**src/hw/rtl/fintd_pkg.sv**
```systemverilog
// Package for the FINS/TCP frame deframer: payload structs, header constants
// and the event code passed from the parser to the output stage.
// No dependencies.
package fintd_pkg;

   localparam int LenWidthDefault = 16;
   localparam int HeaderBytes     = 8;
   localparam int HeaderIdxWidth  = $clog2(HeaderBytes);

   localparam logic [15:0] MaxPayloadReset = 16'd1016;

   // Header magic "FINS".
   localparam logic [7:0] Magic0 = 8'h46;
   localparam logic [7:0] Magic1 = 8'h49;
   localparam logic [7:0] Magic2 = 8'h4E;
   localparam logic [7:0] Magic3 = 8'h53;

   localparam logic ErrBadMagic = 1'b0;
   localparam logic ErrTooLong  = 1'b1;

   typedef struct packed {
      logic [7:0] data_byte;
      logic       chunk_end;
   } req_type;

   typedef struct packed {
      logic [7:0] out_byte;
      logic       frame_last;
      logic       frame_error;
      logic       error_kind;
   } rsp_type;

   typedef logic [HeaderBytes-1:0][7:0] header_type;

   typedef enum logic [1:0] {
      EV_NONE   = 2'd0,
      EV_BYTE   = 2'd1,
      EV_ERROR  = 2'd2,
      EV_HEADER = 2'd3
   } event_kind_type;

   // For EV_HEADER, last marks a zero-length frame.
   typedef struct packed {
      event_kind_type kind;
      logic [7:0]     data;
      logic           last;
      logic           error_kind;
   } event_type;

endpackage

```
**src/hw/rtl/fins_tcp_frame_deframer_unit.sv**
```systemverilog
// Channel  Direction  Handshake          Payload
// req      in         req_valid/ready    req_type: data_byte, chunk_end
// rsp      out        rsp_valid/ready    rsp_type: out_byte, frame_last, frame_error, error_kind
// csr      in         csr_wr_en          csr_wr_data: max_payload, 16 bits
//
// Each received byte waits in the input register while the parser works on it, and its
// result is then registered in the output register; one byte per cycle is taken while
// rsp is ready and no header is being replayed.
// A good header gives eight items from the output register; while the header store is read
// back no item is taken, so req_ready is low once one waits. Reset is synchronous and needs no
// clearing pass. A stall on rsp holds the result and back-pressures req after one item.
// Depends on fintd_pkg, fintd_in_stage, fintd_parse and fintd_emit.
module fins_tcp_frame_deframer_unit
   import fintd_pkg::*;
#(
   parameter int LEN_WIDTH = LenWidthDefault
) (
   input  logic        clock,
   input  logic        reset,
   input  logic        req_valid,
   output logic        req_ready,
   input  req_type     req_data,
   output logic        rsp_valid,
   input  logic        rsp_ready,
   output rsp_type     rsp_data,
   input  logic        csr_wr_en,
   input  logic [15:0] csr_wr_data
);

   logic       take;
   logic       item_valid;
   req_type    item_data;
   logic       emit_ready;
   event_type  evt;
   header_type header;

   fintd_in_stage u_in_stage (
      .clock      (clock),
      .reset      (reset),
      .req_valid  (req_valid),
      .req_ready  (req_ready),
      .req_data   (req_data),
      .take       (take),
      .item_valid (item_valid),
      .item_data  (item_data)
   );

   fintd_parse #(
      .LEN_WIDTH (LEN_WIDTH)
   ) u_parse (
      .clock       (clock),
      .reset       (reset),
      .item_valid  (item_valid),
      .item_data   (item_data),
      .emit_ready  (emit_ready),
      .take        (take),
      .evt         (evt),
      .header      (header),
      .csr_wr_en   (csr_wr_en),
      .csr_wr_data (csr_wr_data)
   );

   fintd_emit u_emit (
      .clock      (clock),
      .reset      (reset),
      .evt        (evt),
      .header     (header),
      .emit_ready (emit_ready),
      .rsp_valid  (rsp_valid),
      .rsp_ready  (rsp_ready),
      .rsp_data   (rsp_data)
   );

endmodule

```
**src/hw/rtl/fintd_in_stage.sv**
```systemverilog
// Input register of the deframer: holds one received item until the parser
// takes it. Depends on fintd_pkg.
module fintd_in_stage
   import fintd_pkg::*;
(
   input  logic    clock,
   input  logic    reset,
   input  logic    req_valid,
   output logic    req_ready,
   input  req_type req_data,
   input  logic    take,
   output logic    item_valid,
   output req_type item_data
);

   logic    valid_ff;
   logic    valid_in;
   req_type data_ff;

   assign req_ready  = !valid_ff || take;
   assign valid_in   = req_ready ? req_valid : valid_ff;
   assign item_valid = valid_ff;
   assign item_data  = data_ff;

   always_ff @(posedge clock) begin
      if (reset) begin
         valid_ff <= 1'b0;
      end else begin
         valid_ff <= valid_in;
      end
   end

   always_ff @(posedge clock) begin
      if (req_valid && req_ready) begin
         data_ff <= req_data;
      end
   end

endmodule

```
**src/hw/rtl/fintd_parse.sv**
```systemverilog
// Frame parser: header collection, magic and length checks, payload count,
// discard until chunk end, and the maximum payload register.
// Depends on fintd_pkg.
module fintd_parse
   import fintd_pkg::*;
#(
   parameter int LEN_WIDTH = LenWidthDefault
) (
   input  logic        clock,
   input  logic        reset,
   input  logic        item_valid,
   input  req_type     item_data,
   input  logic        emit_ready,
   output logic        take,
   output event_type   evt,
   output header_type  header,
   input  logic        csr_wr_en,
   input  logic [15:0] csr_wr_data
);

   typedef enum logic [1:0] {
      PH_COLLECT = 2'd0,
      PH_STREAM  = 2'd1,
      PH_DISCARD = 2'd2
   } phase_type;

   localparam logic [32:0] LenLimit = (33'd1 << LEN_WIDTH) - 33'd1;

   phase_type                   phase_ff, phase_in;
   logic [HeaderIdxWidth-1:0]   count_ff, count_in;
   logic [LEN_WIDTH-1:0]        left_ff, left_in;
   logic [LEN_WIDTH-1:0]        left_dec;
   logic [15:0]                 max_ff, max_in;
   header_type                  store_ff;
   logic                        store_we;
   logic [31:0]                 len;
   logic                        magic_ok;
   logic                        too_long;
   logic                        header_done;

   assign take     = item_valid && emit_ready;
   assign header   = store_ff;
   assign left_dec = left_ff - {{(LEN_WIDTH-1){1'b0}}, 1'b1};

   // The eighth byte is still on the input, so it joins the stored seven here.
   assign len = {store_ff[4], store_ff[5], store_ff[6], item_data.data_byte};
   assign magic_ok = (store_ff[0] == Magic0) && (store_ff[1] == Magic1) &&
                     (store_ff[2] == Magic2) && (store_ff[3] == Magic3);
   assign too_long = ({1'b0, len} > LenLimit) || (len > {16'd0, max_ff});
   assign header_done = (count_ff == HeaderIdxWidth'(HeaderBytes - 1));
   assign max_in = csr_wr_en ? csr_wr_data : max_ff;

   always_comb begin
      phase_in = phase_ff;
      count_in = count_ff;
      left_in  = left_ff;
      store_we = 1'b0;
      evt      = '{kind: EV_NONE, data: 8'd0, last: 1'b0, error_kind: 1'b0};
      if (take) begin
         unique case (phase_ff)
            PH_DISCARD: begin
               if (item_data.chunk_end) begin
                  phase_in = PH_COLLECT;
                  count_in = '0;
               end
            end
            PH_STREAM: begin
               left_in    = left_dec;
               evt.kind   = EV_BYTE;
               evt.data   = item_data.data_byte;
               evt.last   = (left_dec == '0);
               if (left_dec == '0) begin
                  phase_in = PH_COLLECT;
               end
            end
            default: begin
               // Collecting the header; the spare phase code behaves the same.
               phase_in = PH_COLLECT;
               store_we = 1'b1;
               if (!header_done) begin
                  count_in = count_ff + 1'b1;
               end else begin
                  count_in = '0;
                  if (!magic_ok || too_long) begin
                     evt.kind       = EV_ERROR;
                     evt.error_kind = magic_ok ? ErrTooLong : ErrBadMagic;
                     phase_in       = item_data.chunk_end ? PH_COLLECT : PH_DISCARD;
                  end else begin
                     evt.kind = EV_HEADER;
                     evt.last = (len == 32'd0);
                     left_in  = len[LEN_WIDTH-1:0];
                     phase_in = (len == 32'd0) ? PH_COLLECT : PH_STREAM;
                  end
               end
            end
         endcase
      end
   end

   always_ff @(posedge clock) begin
      if (reset) begin
         phase_ff <= PH_COLLECT;
         count_ff <= '0;
         left_ff  <= '0;
         max_ff   <= MaxPayloadReset;
      end else begin
         phase_ff <= phase_in;
         count_ff <= count_in;
         left_ff  <= left_in;
         max_ff   <= max_in;
      end
   end

   always_ff @(posedge clock) begin
      if (store_we) begin
         store_ff[count_ff] <= item_data.data_byte;
      end
   end

endmodule

```
**src/hw/rtl/fintd_emit.sv**
```systemverilog
// Output stage: result register and header replay. A good header is sent as
// eight items read back from the parser's header store. Depends on fintd_pkg.
module fintd_emit
   import fintd_pkg::*;
(
   input  logic       clock,
   input  logic       reset,
   input  event_type  evt,
   input  header_type header,
   output logic       emit_ready,
   output logic       rsp_valid,
   input  logic       rsp_ready,
   output rsp_type    rsp_data
);

   logic                      valid_ff, valid_in;
   rsp_type                   rsp_ff, rsp_in;
   logic                      replay_ff, replay_in;
   logic [HeaderIdxWidth-1:0] idx_ff, idx_in;
   logic                      zero_len_ff, zero_len_in;
   logic                      free;

   assign free       = !valid_ff || rsp_ready;
   assign emit_ready = free && !replay_ff;
   assign rsp_valid  = valid_ff;
   assign rsp_data   = rsp_ff;

   always_comb begin
      valid_in    = valid_ff;
      rsp_in      = rsp_ff;
      replay_in   = replay_ff;
      idx_in      = idx_ff;
      zero_len_in = zero_len_ff;
      if (free) begin
         valid_in = 1'b0;
         if (replay_ff) begin
            valid_in = 1'b1;
            rsp_in   = '{out_byte: header[idx_ff],
                         frame_last: (idx_ff == HeaderIdxWidth'(HeaderBytes - 1)) &&
                                     zero_len_ff,
                         frame_error: 1'b0, error_kind: 1'b0};
            idx_in   = idx_ff + 1'b1;
            if (idx_ff == HeaderIdxWidth'(HeaderBytes - 1)) begin
               replay_in = 1'b0;
            end
         end else begin
            unique case (evt.kind)
               EV_BYTE: begin
                  valid_in = 1'b1;
                  rsp_in   = '{out_byte: evt.data, frame_last: evt.last,
                               frame_error: 1'b0, error_kind: 1'b0};
               end
               EV_ERROR: begin
                  valid_in = 1'b1;
                  rsp_in   = '{out_byte: 8'd0, frame_last: 1'b0,
                               frame_error: 1'b1, error_kind: evt.error_kind};
               end
               EV_HEADER: begin
                  valid_in    = 1'b1;
                  rsp_in      = '{out_byte: header[0], frame_last: 1'b0,
                                  frame_error: 1'b0, error_kind: 1'b0};
                  replay_in   = 1'b1;
                  idx_in      = HeaderIdxWidth'(1);
                  zero_len_in = evt.last;
               end
               EV_NONE: begin
                  valid_in = 1'b0;
               end
               default: begin
                  valid_in = 1'b0;
               end
            endcase
         end
      end
   end

   always_ff @(posedge clock) begin
      if (reset) begin
         valid_ff    <= 1'b0;
         replay_ff   <= 1'b0;
         idx_ff      <= '0;
         zero_len_ff <= 1'b0;
      end else begin
         valid_ff    <= valid_in;
         replay_ff   <= replay_in;
         idx_ff      <= idx_in;
         zero_len_ff <= zero_len_in;
      end
   end

   always_ff @(posedge clock) begin
      rsp_ff <= rsp_in;
   end

endmodule

```
**config.mk**
```make
export PLATFORM = sky130hd
export DESIGN_NAME = fins_tcp_frame_deframer_unit
export DESIGN_NICKNAME = d
export VERILOG_FILES = /design/src/hw/rtl/fintd_pkg.sv /design/src/hw/rtl/fins_tcp_frame_deframer_unit.sv /design/src/hw/rtl/fintd_in_stage.sv /design/src/hw/rtl/fintd_parse.sv /design/src/hw/rtl/fintd_emit.sv
export SDC_FILE = /design/constraint.sdc
export NUM_CORES = 1
export LEC_CHECK = 0
export ABC_AREA = 1
export BUFFER_PORTS_ARGS = -buffer_cell sky130_fd_sc_hd__buf_4
export CORE_ASPECT_RATIO = 0.7
export CORE_MARGIN = 5
export CORE_UTILIZATION = 52
export DETAILED_ROUTE_END_ITERATION = 8
export PLACE_DENSITY = 0.73
export SKIP_CTS_REPAIR_TIMING = 1
export SLEW_MARGIN = 15
export SYNTH_ARGS = -nofsm -noshare
export SYNTH_HDL_FRONTEND = slang
export SYNTH_SLANG_ARGS = --single-unit
```
**constraint.sdc**
```tcl
create_clock -name clock -period 2.5 [get_ports clock]
set_input_delay 0.25 -clock clock [delete_from_list [all_inputs] [get_ports clock]]
set_output_delay 0.25 -clock clock [all_outputs]
set_load 0.02 [all_outputs]
```
==> results of run 1 <==
## where the power goes
group	switching, mW	internal, mW	leakage [nW]
registers	0.0235	2.30	1.12
clock network	0.949	1.52	0.297
logic	0.193	0.123	1.93
total	1.17	3.94	3.35
## cell families (layout without fill, tap and decap cells)
| kind of cell | count (synthesis) | after routing |
|---|---|---|
| xor+xnor | 4 | 4 |
| fa+ha+maj | 28 | 28 |
| flops | 128 | 128 |
| compound gates | 176 | 176 |
| buf+inv | 125 | 228 |
| simple gates | 287 | 288 |
## worst max-delay path, delay by kind of cell (launching register included)
kind | cells | cell delay [ps]
AND/OR/NAND/NOR | 8 | 900
buffers and inverters | 2 | 210
adder cells (fa/ha/maj) | 2 | 500
AO/OA/AOI/OAI | 3 | 480
flip-flops | 1 | 400
## cell type report
type                            count  area [um2]
Timing Repair Buffer               99         769
Fill cell                         966        4100
Tap cell                          162         203
Clock inverter                     11        97.6
Inverter                           97         364
Multi-Input combinational cell    496        2910
Sequential cell                   128        3400
Clock buffer                       21         493
## Yosys cell counts (3+ instances only)
master,number
dfxtp_1,44
o22ai_1,4
inv_1,92
a211oi_1,5
xor2_1,4
nand4_1,13
nor2_1,78
o21ai_0,82
nand2_1,118
nand3b_1,4
a21oi_1,71
ha_1,28
nand2_2,5
clkbuf_1,21
nor2_2,6
nand3_1,40
buf_2,3
inv_2,3
nor2_4,5
nor3_1,13
edfxtp_1,84
a2bb2oi_1,6
## routing by layer
metal,GRT usage,vias up,part of all wire
met5,0,-,0
met4,0.0672,0,0.019
met3,0.0603,31,0.10
met2,0.340,283,0.45
met1,0.346,2659,0.43
li1,-,2733,-
## per-stage QoR
stage | hold slack [ps] | setup slack (ps) | instance area (um2) | setup TNS, ps
after floorplan | 349 | -16.9 | 6520 | -102
after global placement | 428 | -31.8 | 7200 | -178
after global routing | 3.52 | -286 | 8240 | -4830
after CTS | -6.61 | -291 | 7790 | -3380
after detailed placement | 431 | -180 | 7200 | -1840
final | 13.1 | -144 | 8240 | -1760
## flip-flops by register name (all words and copies together) (netlist names)
register and flops:
u_parse.header 64, u_parse.phase_ff 2, u_in_stage.item_data 9, u_in_stage.item_valid 1, u_parse.max_ff 16, u_emit.rsp_data 11
u_emit.rsp_valid 1, u_emit.zero_len_ff 1, u_parse.count_ff 3, u_emit.idx_ff 3, u_parse.left_ff 16, u_emit.replay_ff 1
## final timing paths
kind | startpoint | end | slack (ps) | cells past startpoint
worst min register to register | u_parse.max_ff[2]$_SDFFE_PP0P_ | u_parse.max_ff[2]$_SDFFE_PP0P_ | 480 | 2
worst min-delay path | req_data[6] | u_in_stage.item_data[6]$_DFFE_PP_ | 10 | 1
worst max register to register | u_parse.header[54]$_DFFE_PP_ | u_emit.rsp_data[8]$_DFFE_PP_ | -140 | 15
worst max-delay path | u_parse.header[54]$_DFFE_PP_ | u_emit.rsp_data[8]$_DFFE_PP_ | -140 | 15
==> results.md, run 1 <==
* Most common cell after layout, fill and taps aside: nand2_1
* Most used DFF post-synth: edfxtp_1
* Syn. warnings at 0
* IO Pins at 43
* Final Setup Violations at 23
* Kind of critical path: register to register
* Fraction of layout cells with a size suffix above 1 at 0.225
* Fin crit share at 1.06
* Max-slew violations at 0
* Simple-Gate Fraction of Synth Area at 0.197
* Worst slew pin tran at 633 ps
* Failing checks: setup timing
* Core Area at 12300 um2
* Ant diodes at 0
* Slew margin rel. at 0.577
* Cell breakdown of the critical path: ha_1 -> nand2_1 -> nor2_2 -> buf_4 -> a21oi_2 -> nand3_2 -> nand2_2 -> nand3_2 -> a21oi_2 -> inv_2 -> ha_4 -> nor2_4 -> nand2_4 -> nor3_4 -> a2bb2oi_2
* Post-synthesis compound-gate area fraction at 0.146
* DIE WIDTH at 144 um
* Final Power at 5.10 mW
* Starting Density at 0.527
* Most frequent cells in the layout: nand2_1, inv_1, buf_4
* Placed cell count at 962
* Critical Path RT at 2780 ps
* DRC errors left at 0
* Finished Layout Cells at 1014
* Pin count of the biggest net entering global routing at 36
* First-pass GRT wire length at 27300 um
* Leakage at 3.35 nW
* Largest family of logic cells by synthesized area: simple AND/OR/NAND/NOR gates
* Xor-xnor portion of the synthesized cell area at 0.00538
* Register area share after synthesis at 0.523
* Synth Net Count at 806
* Outcome: finished with violations
* Initial drt markers at 536
* Total CTS buffers at 17
* Worst path arrival time at 2920 ps
* Area contributors post-synth: edfxtp_1, dfxtp_1, nand2_1
* Clk_skew at 9.94 ps
* Util after Layout at 0.668
* Router iterations before antenna repair at 5
* RSZ-0062 raised after global routing: yes
* Synthesized area per cell at 8.70 um2
* Root Buffer Master: clkbuf_16
* CTS Sinks at 128
* Synth Area in Adders at 0.0538
* Max VDD drop at 0.000585 V
* Area leader, netlist: edfxtp_1
* Nets@finish at 897
* CTS Buffer Depth at 2
* EDFF count, synth at 84
* HP Class: primary input to register
* Netlist cell types at 37
* CTS tree: yes
* Worst Setup Slack, final at -144 ps
* Clk_lat worst skew at 420 ps
* HPWL Detailed at 11800 um
* Die Y at 104 um
* Tmin final at 2640 ps
* Die ar. at 14900 um2
* Ys async rst share at 0
* ANT nets after route at 0
* Total Wirelength at 17900 um
* Max-cap viol count at 0
* Avg WL per Cell at 17.6 um
* Post-synth top area share at 0.388
* Initial antenna violation count at 0
* Vias at 5706
* Final hold violation count at 0
* Crit. End Element: register
* Final GP Congestion at 0.925
* Slowest stage delay, CP at 400 ps
* IO Port Bufs at 42
* Number of global-route vias before repair at 5273
* Startpoint Class: register
* Power Dens Cells at 619 nW/um2
* Total track usage at 0.234
* H-tree depth at 4
* Portion of netlist area occupied by mux cells at 0
* Yosys reg bits at 128
* Netlist Area Pre-Place at 6510 um2
* Worst Path Max Fanout at 7
* Row cnt at 34
* Grt total ovfl at 0
* FMAX at 378 MHz
* Syn Inst Count at 748
* CTS clk-pin slew, worst paths at 60 ps
* Worst path slowest cell: edfxtp_1
* Routed vias/inst at 5.63
* Area added between synthesis and finish at 26.6%
Power figures use the tool's default switching activity.
==> run 2: changes to the inputs <==
--- a/config.mk
+++ b/config.mk
@@ -11,7 +11,8 @@
 export CORE_MARGIN = 5
 export CORE_UTILIZATION = 52
 export DETAILED_ROUTE_END_ITERATION = 8
-export PLACE_DENSITY = 0.73
+export GPL_TIMING_DRIVEN = 0
+export PLACE_DENSITY = 0.7
 export SKIP_CTS_REPAIR_TIMING = 1
 export SLEW_MARGIN = 15
 export SYNTH_ARGS = -nofsm -noshare
==> constraint.sdc (replaced) <==
create_clock -name clock -period 3 [get_ports clock]
set_input_delay 0 -clock clock [delete_from_list [all_inputs] [get_ports clock]]
set_output_delay 0 -clock clock [all_outputs]
set_load 0.02 [all_outputs]
==> results.md, run 2 (synthesized netlist as in run 1, its figures left out) <==
* Leakage at 3.35 nW (about the same)
* Starting Density at 0.527 (unchanged)
* Final instance area at 8260 um2 (was 8240 um2)
* Pin count of the biggest net entering global routing at 17 (was 36)
* Slowest stage delay, CP at 450 ps (was 400 ps)
* Internal at 3.28 mW (was 3.94 mW)
* Fraction of layout cells with a size suffix above 1 at 0.162 (was 0.225)
* Number of global-route vias before repair at 5260 (was 5273)
* Clock power share at 0.484 (was 0.483)
* Filler cell count at 960 (was 966)
* DIE WIDTH at 144 um (unchanged)
* Switch Pwr at 1.02 mW (was 1.17 mW)
* Final GP Congestion at 0.917 (was 0.925)
* CTS Buffer Depth at 2 (unchanged)
* Row cnt at 34 (unchanged)
* Critical Path RT at 3250 ps (was 2780 ps)
* Clk_skew at 12.2 ps (was 9.94 ps)
* Max VDD drop at 0.000372 V (was 0.000585 V)
* CTS tree: yes (unchanged)
* CTS Sinks at 128 (unchanged)
* Final Power at 4.31 mW (was 5.10 mW)
* Startpoint Class: register (unchanged)
* Power Dens Cells at 522 nW/um2 (was 619 nW/um2)
* Die ar. at 14900 um2 (unchanged)
* Worst path slowest cell: edfxtp_1 (unchanged)
* Grt total ovfl at 0 (unchanged)
* Worst slew pin tran at 1110 ps (was 633 ps)
* H-tree depth at 4 (unchanged)
* Ant diodes at 0 (unchanged)
* Sequential power share at 0.450 (was 0.455)
* FMAX at 342 MHz (was 378 MHz)
* Final hold violation count at 0 (unchanged)
* IO Port Bufs at 42 (unchanged)
* Nets@finish at 922 (was 897)
* CTS clk-pin slew, worst paths at 60 ps (about the same)
* Comb power frac at 0.066 (was 0.062)
* Core Area at 12300 um2 (unchanged)
* Total Wirelength at 18700 um (was 17900 um)
* Fin crit share at 0.975 (was 1.06)
* Avg WL per Cell at 18.0 um (was 17.6 um)
* Root Buffer Master: clkbuf_16 (unchanged)
* Cell breakdown of the critical path: ha_1 -> a21oi_1 -> nand2_1 -> nand2_1 -> nand2_1 -> nand2_1 -> nand3_1 -> nand2_4 -> nand3_2 -> a21oi_4 -> inv_1 -> ha_2 -> nor2_4 -> nand2_4 -> o21ai_1 -> nand2_1 -> o21ai_0 (was ha_1 -> nand2_1 -> nor2_2 -> buf_4 -> a21oi_2 -> nand3_2 -> nand2_2 -> nand3_2 -> a21oi_2 -> inv_2 -> ha_4 -> nor2_4 -> nand2_4 -> nor3_4 -> a2bb2oi_2)
* Initial drt markers at 605 (was 536)
* Worst Path Max Fanout at 7 (unchanged)
* First-pass GRT wire length at 27600 um (was 27300 um)
* Max-cap viol count at 0 (unchanged)
* Worst Setup Slack, final at 76.2 ps (was -144 ps)
* Most frequent cells in the layout: nand2_1, inv_1, edfxtp_1 (was nand2_1, inv_1, buf_4)
* HP Class: primary input to register (unchanged)
* Die Y at 104 um (unchanged)
* Most common cell after layout, fill and taps aside: nand2_1 (unchanged)
* IO Pins at 43 (unchanged)
* TNS Setup at 0 ps (was -1760 ps)
* Max FFs per register at 64 (unchanged)
* Slew margin rel. at 0.252 (was 0.577)
* DRC errors left at 0 (unchanged)
* Total CTS buffers at 17 (unchanged)
* Final Setup Violations at 0 (was 23)
* Max-slew violations at 0 (unchanged)
* Finished Layout Cells at 1039 (was 1014)
* Post-Place Setup Slack at -391 ps (was -180 ps)
* Router iterations before antenna repair at 6 (was 5)
* Initial antenna violation count at 0 (unchanged)
* Area added between synthesis and finish at 26.9% (was 26.6%)
* ANT nets after route at 0 (unchanged)
* Total track usage at 0.242 (was 0.234)
* Tmin final at 2920 ps (was 2640 ps)
* Sw Ratio at 0.238 (was 0.228)
* Crit-path most repeated cell: nand2_1
* Routed vias/inst at 5.60 (was 5.63)
* Kind of critical path: register to register (unchanged)
* Post-DP Area at 7020 um2 (was 7200 um2)
* Outcome: finished, final reports clean (was finished with violations)
* Clk_lat worst skew at 420 ps (about the same)
* Worst path arrival time at 3170 ps (was 2920 ps)
* Placed cell count at 952 (was 962)
* Vias at 5821 (was 5706)
* Crit. End Element: register (unchanged)
* HPWL Detailed at 12900 um (was 11800 um)
[run 2: cell type report]
class / count / area (um2) / area share
Buffer: 28 / 126 / 0.0153
Clock buffer: 17 / 425 / 0.0515
Clock inverter: 15 / 166 / 0.0202
Inverter: 97 / 364 / 0.0441
Multi-Input combinational cell: 495 / 2750 / 0.333
Sequential cell: 128 / 3400 / 0.412
Tap cell: 162 / 203 / 0.0245
Timing Repair Buffer: 97 / 818 / 0.0991
[run 2: power groups by stage]
| stage | combinational (mW) | clock [mW] | sequential, mW |
|---|---|---|---|
| CTS | 0.187 | 2.10 | 1.96 |
| floorplan | 0.114 | 0 | 1.97 |
| global placement | 0.174 | 0 | 2.00 |
| finish | 0.283 | 2.09 | 1.94 |
| global route | 0.311 | 2.19 | 1.94 |
| detailed placement | 0.184 | 0 | 2.00 |
[run 2: path summary, 6_finish.rpt]
check,from,end,slack (ps),cells past startpoint
max,u_in_stage.item_data[4]$_DFFE_PP_,u_emit.rsp_data[4]$_DFFE_PP_,80,17
min,rsp_ready,u_emit.idx_ff[0]$_SDFFE_PP0P_,20,4
max reg2reg,u_in_stage.item_data[4]$_DFFE_PP_,u_emit.rsp_data[4]$_DFFE_PP_,80,17
min reg2reg,u_parse.max_ff[11]$_SDFFE_PP0P_,u_parse.max_ff[11]$_SDFFE_PP0P_,460,2
[run 2: routing by layer]
layer / wire, um / global-route usage
met5: 0 / 0
met4: 255 / 0.0632
met3: 1800 / 0.0829
met2: 8220 / 0.336
met1: 8410 / 0.361
[run 2: critical path: cells and delay by family, from the launching register on]
| family | cells | cell delay [ps] |
|---|---|---|
| fa+ha+maj | 2 | 560 |
| buf+inv | 1 | 80 |
| simple gates | 10 | 960 |
| compound gates | 4 | 690 |
| flops | 1 | 450 |
[run 2: per-stage QoR]
step	hold WS [ps]	utilization
global route	36.8	0.669
CTS	-257	0.617
floorplan	98.9	-
global placement	178	0.569
finish	16.5	0.669
detailed placement	179	0.569
==> run 3: changes to the inputs <==
--- a/config.mk
+++ b/config.mk
@@ -7,7 +7,6 @@
 export LEC_CHECK = 0
 export ABC_AREA = 1
 export BUFFER_PORTS_ARGS = -buffer_cell sky130_fd_sc_hd__buf_4
-export CORE_ASPECT_RATIO = 0.7
 export CORE_MARGIN = 5
 export CORE_UTILIZATION = 52
 export DETAILED_ROUTE_END_ITERATION = 8
==> results.md, run 3 (synthesized netlist as in run 1, its figures left out) <==
* Tmin final at 2930 ps (was 2920 ps)
* Die ar. at 14800 um2 (was 14900 um2)
* Final GP Congestion at 0.926 (was 0.917)
* Hold_ws at 2.33 ps (was 16.5 ps)
* DIE WIDTH at 122 um (was 144 um)
* H-tree depth at 4 (unchanged)
* Die Y at 122 um (was 104 um)
* IO Port Bufs at 42 (unchanged)
* Total Wirelength at 18000 um (was 18700 um)
* Initial antenna violation count at 0 (unchanged)
* Ant diodes at 0 (unchanged)
* Starting Density at 0.535 (was 0.527)
* HP Class: primary input to register (unchanged)
* CTS Sinks at 128 (unchanged)
* Finished Layout Cells at 1051 (was 1039)
* Row cnt at 40 (was 34)
* Leakage at 3.35 nW (about the same)
* Outcome: finished, final reports clean (unchanged)
* Core Area at 12200 um2 (was 12300 um2)
* IO Pins at 43 (unchanged)
* Hold Path Depth at 4 (unchanged)
* Vias at 5769 (was 5821)
* Worst path arrival time at 3190 ps (was 3170 ps)
* TNS Setup at 0 ps (unchanged)
* Pin count of the biggest net entering global routing at 17 (unchanged)
* Area added between synthesis and finish at 27.0% (was 26.9%)
* HPWL Detailed at 12300 um (was 12900 um)
* Startpoint Class: register (unchanged)
* Fraction of layout cells with a size suffix above 1 at 0.166 (was 0.162)
* Initial drt markers at 591 (was 605)
* CTS Buffer Depth at 2 (unchanged)
* CTS clk-pin slew, worst paths at 60 ps (about the same)
* Final hold violation count at 0 (unchanged)
* First-pass GRT wire length at 26400 um (was 27600 um)
* Max FFs per register at 64 (unchanged)
* Clk_lat worst skew at 430 ps (was 420 ps)
* Util after Layout at 0.679 (was 0.669)
* CTS tree: yes (unchanged)
* Routed vias/inst at 5.49 (was 5.60)
* Worst Path Max Fanout at 7 (unchanged)
* Worst R2R Path Depth at 16 (was 17)
* Worst slew pin tran at 1130 ps (was 1110 ps)
* Most frequent cells in the layout: nand2_1, inv_1, edfxtp_1 (unchanged)
* Router iterations before antenna repair at 5 (was 6)
* Slew margin rel. at 0.241 (was 0.252)
* ANT nets after route at 0 (unchanged)
* Max-slew violations at 0 (unchanged)
* Crit. Startpoint: u_in_stage.item_data[6]$_DFFE_PP_ (was u_in_stage.item_data[4]$_DFFE_PP_)
* Total track usage at 0.235 (was 0.242)
* Placed cell count at 958 (was 952)
* Total CTS buffers at 17 (unchanged)
* Max VDD drop at 0.000374 V (was 0.000372 V)
* Final Setup Violations at 0 (unchanged)
* Kind of critical path: register to register (unchanged)
* Hold Crit Start: rsp_ready (unchanged)
* Root Buffer Master: clkbuf_16 (unchanged)
* Number of global-route vias before repair at 5152 (was 5260)
* Grt total ovfl at 0 (unchanged)
* Final Power at 4.27 mW (was 4.31 mW)
* Power Dens Cells at 517 nW/um2 (was 522 nW/um2)
* Max-cap viol count at 0 (unchanged)
* Worst reg2reg startpoint: u_in_stage.item_data[6]$_DFFE_PP_ (was u_in_stage.item_data[4]$_DFFE_PP_)
* Crit. End Element: register (unchanged)
* Clk_skew at 13.3 ps (was 12.2 ps)
* DRC errors left at 0 (unchanged)
* Avg WL per Cell at 17.2 um (was 18.0 um)
* FMAX at 341 MHz (was 342 MHz)
* Critical Path RT at 3260 ps (was 3250 ps)
* Fin crit share at 0.976 (was 0.975)
* Most common cell after layout, fill and taps aside: nand2_1 (unchanged)
* Nets@finish at 929 (was 922)
[run 3: cell types whose count changed in the layout (fill, tap and decap cells not counted), sizes merged]
cell / change
clkinvlp: +1
clkbuf: -1
buf: +8
clkinv: +4
inv: -6
[run 3: routing by layer]
metal / vias up / global-route usage / routed length (um) / part of all wire
li1: 2790 / - / - / -
met1: 2708 / 0.320 / 7630 / 0.42
met2: 235 / 0.366 / 8560 / 0.47
met3: 36 / 0.0599 / 1450 / 0.080
met4: 0 / 0.0861 / 393 / 0.022
met5: - / 0 / 0 / 0
[run 3: stage by stage]
| step | worst slack (ps) | area, um2 |
|---|---|---|
| 2_1_floorplan | 382 | 6510 |
| 6_report | 71.0 | 8260 |
| 3_5_place_dp | -482 | 7030 |
| 5_1_grt | -91.7 | 8260 |
| 4_1_cts | -521 | 7620 |
| 3_3_place_gp | -367 | 7030 |
[run 3: worst paths after layout]
| kind | slack (ps) | to |
|---|---|---|
| max | 70 | u_emit.rsp_data[3]$_DFFE_PP_ |
| min | 2 | u_emit.idx_ff[0]$_SDFFE_PP0P_ |
| max reg2reg | 70 | u_emit.rsp_data[3]$_DFFE_PP_ |
| min reg2reg | 470 | u_parse.max_ff[11]$_SDFFE_PP0P_ |
[run 3: worst max-delay path, cell delays in order, from the launching register on]
cell	delay [ps]
edfxtp_1	460
ha_1	350
a21oi_1	150
nor2_1	50
nor2_1	100
nand2_1	90
nand2_1	60
nand3_1	70
nand2_2	140
nand3_2	120
a21oi_4	200
inv_1	80
ha_1	250
nor2_4	140
nand2_4	110
nor3_2	170
a2bb2oi_1	200
[run 3: where the power goes]
part / total (mW) / leakage [nW] / switching [mW] / internal, mW
sequential: 1.94 / 1.12 / 0.0233 / 1.92
clock: 2.05 / 0.282 / 0.819 / 1.23
combinational: 0.280 / 1.94 / 0.157 / 0.123
total: 4.27 / 3.35 / 0.999 / 3.27
[run 3: cell type report]
| cell class | count | area (um2) |
|---|---|---|
| plain buffers | 28 | 124 |
| clock buffers | 17 | 425 |
| clock inverters | 14 | 161 |
| fillers | 978 | 3900 |
| inverters | 97 | 364 |
| multi-input cells | 495 | 2700 |
| flip-flops and latches | 128 | 3400 |
| well taps | 168 | 210 |
| repair buffers | 104 | 871 |
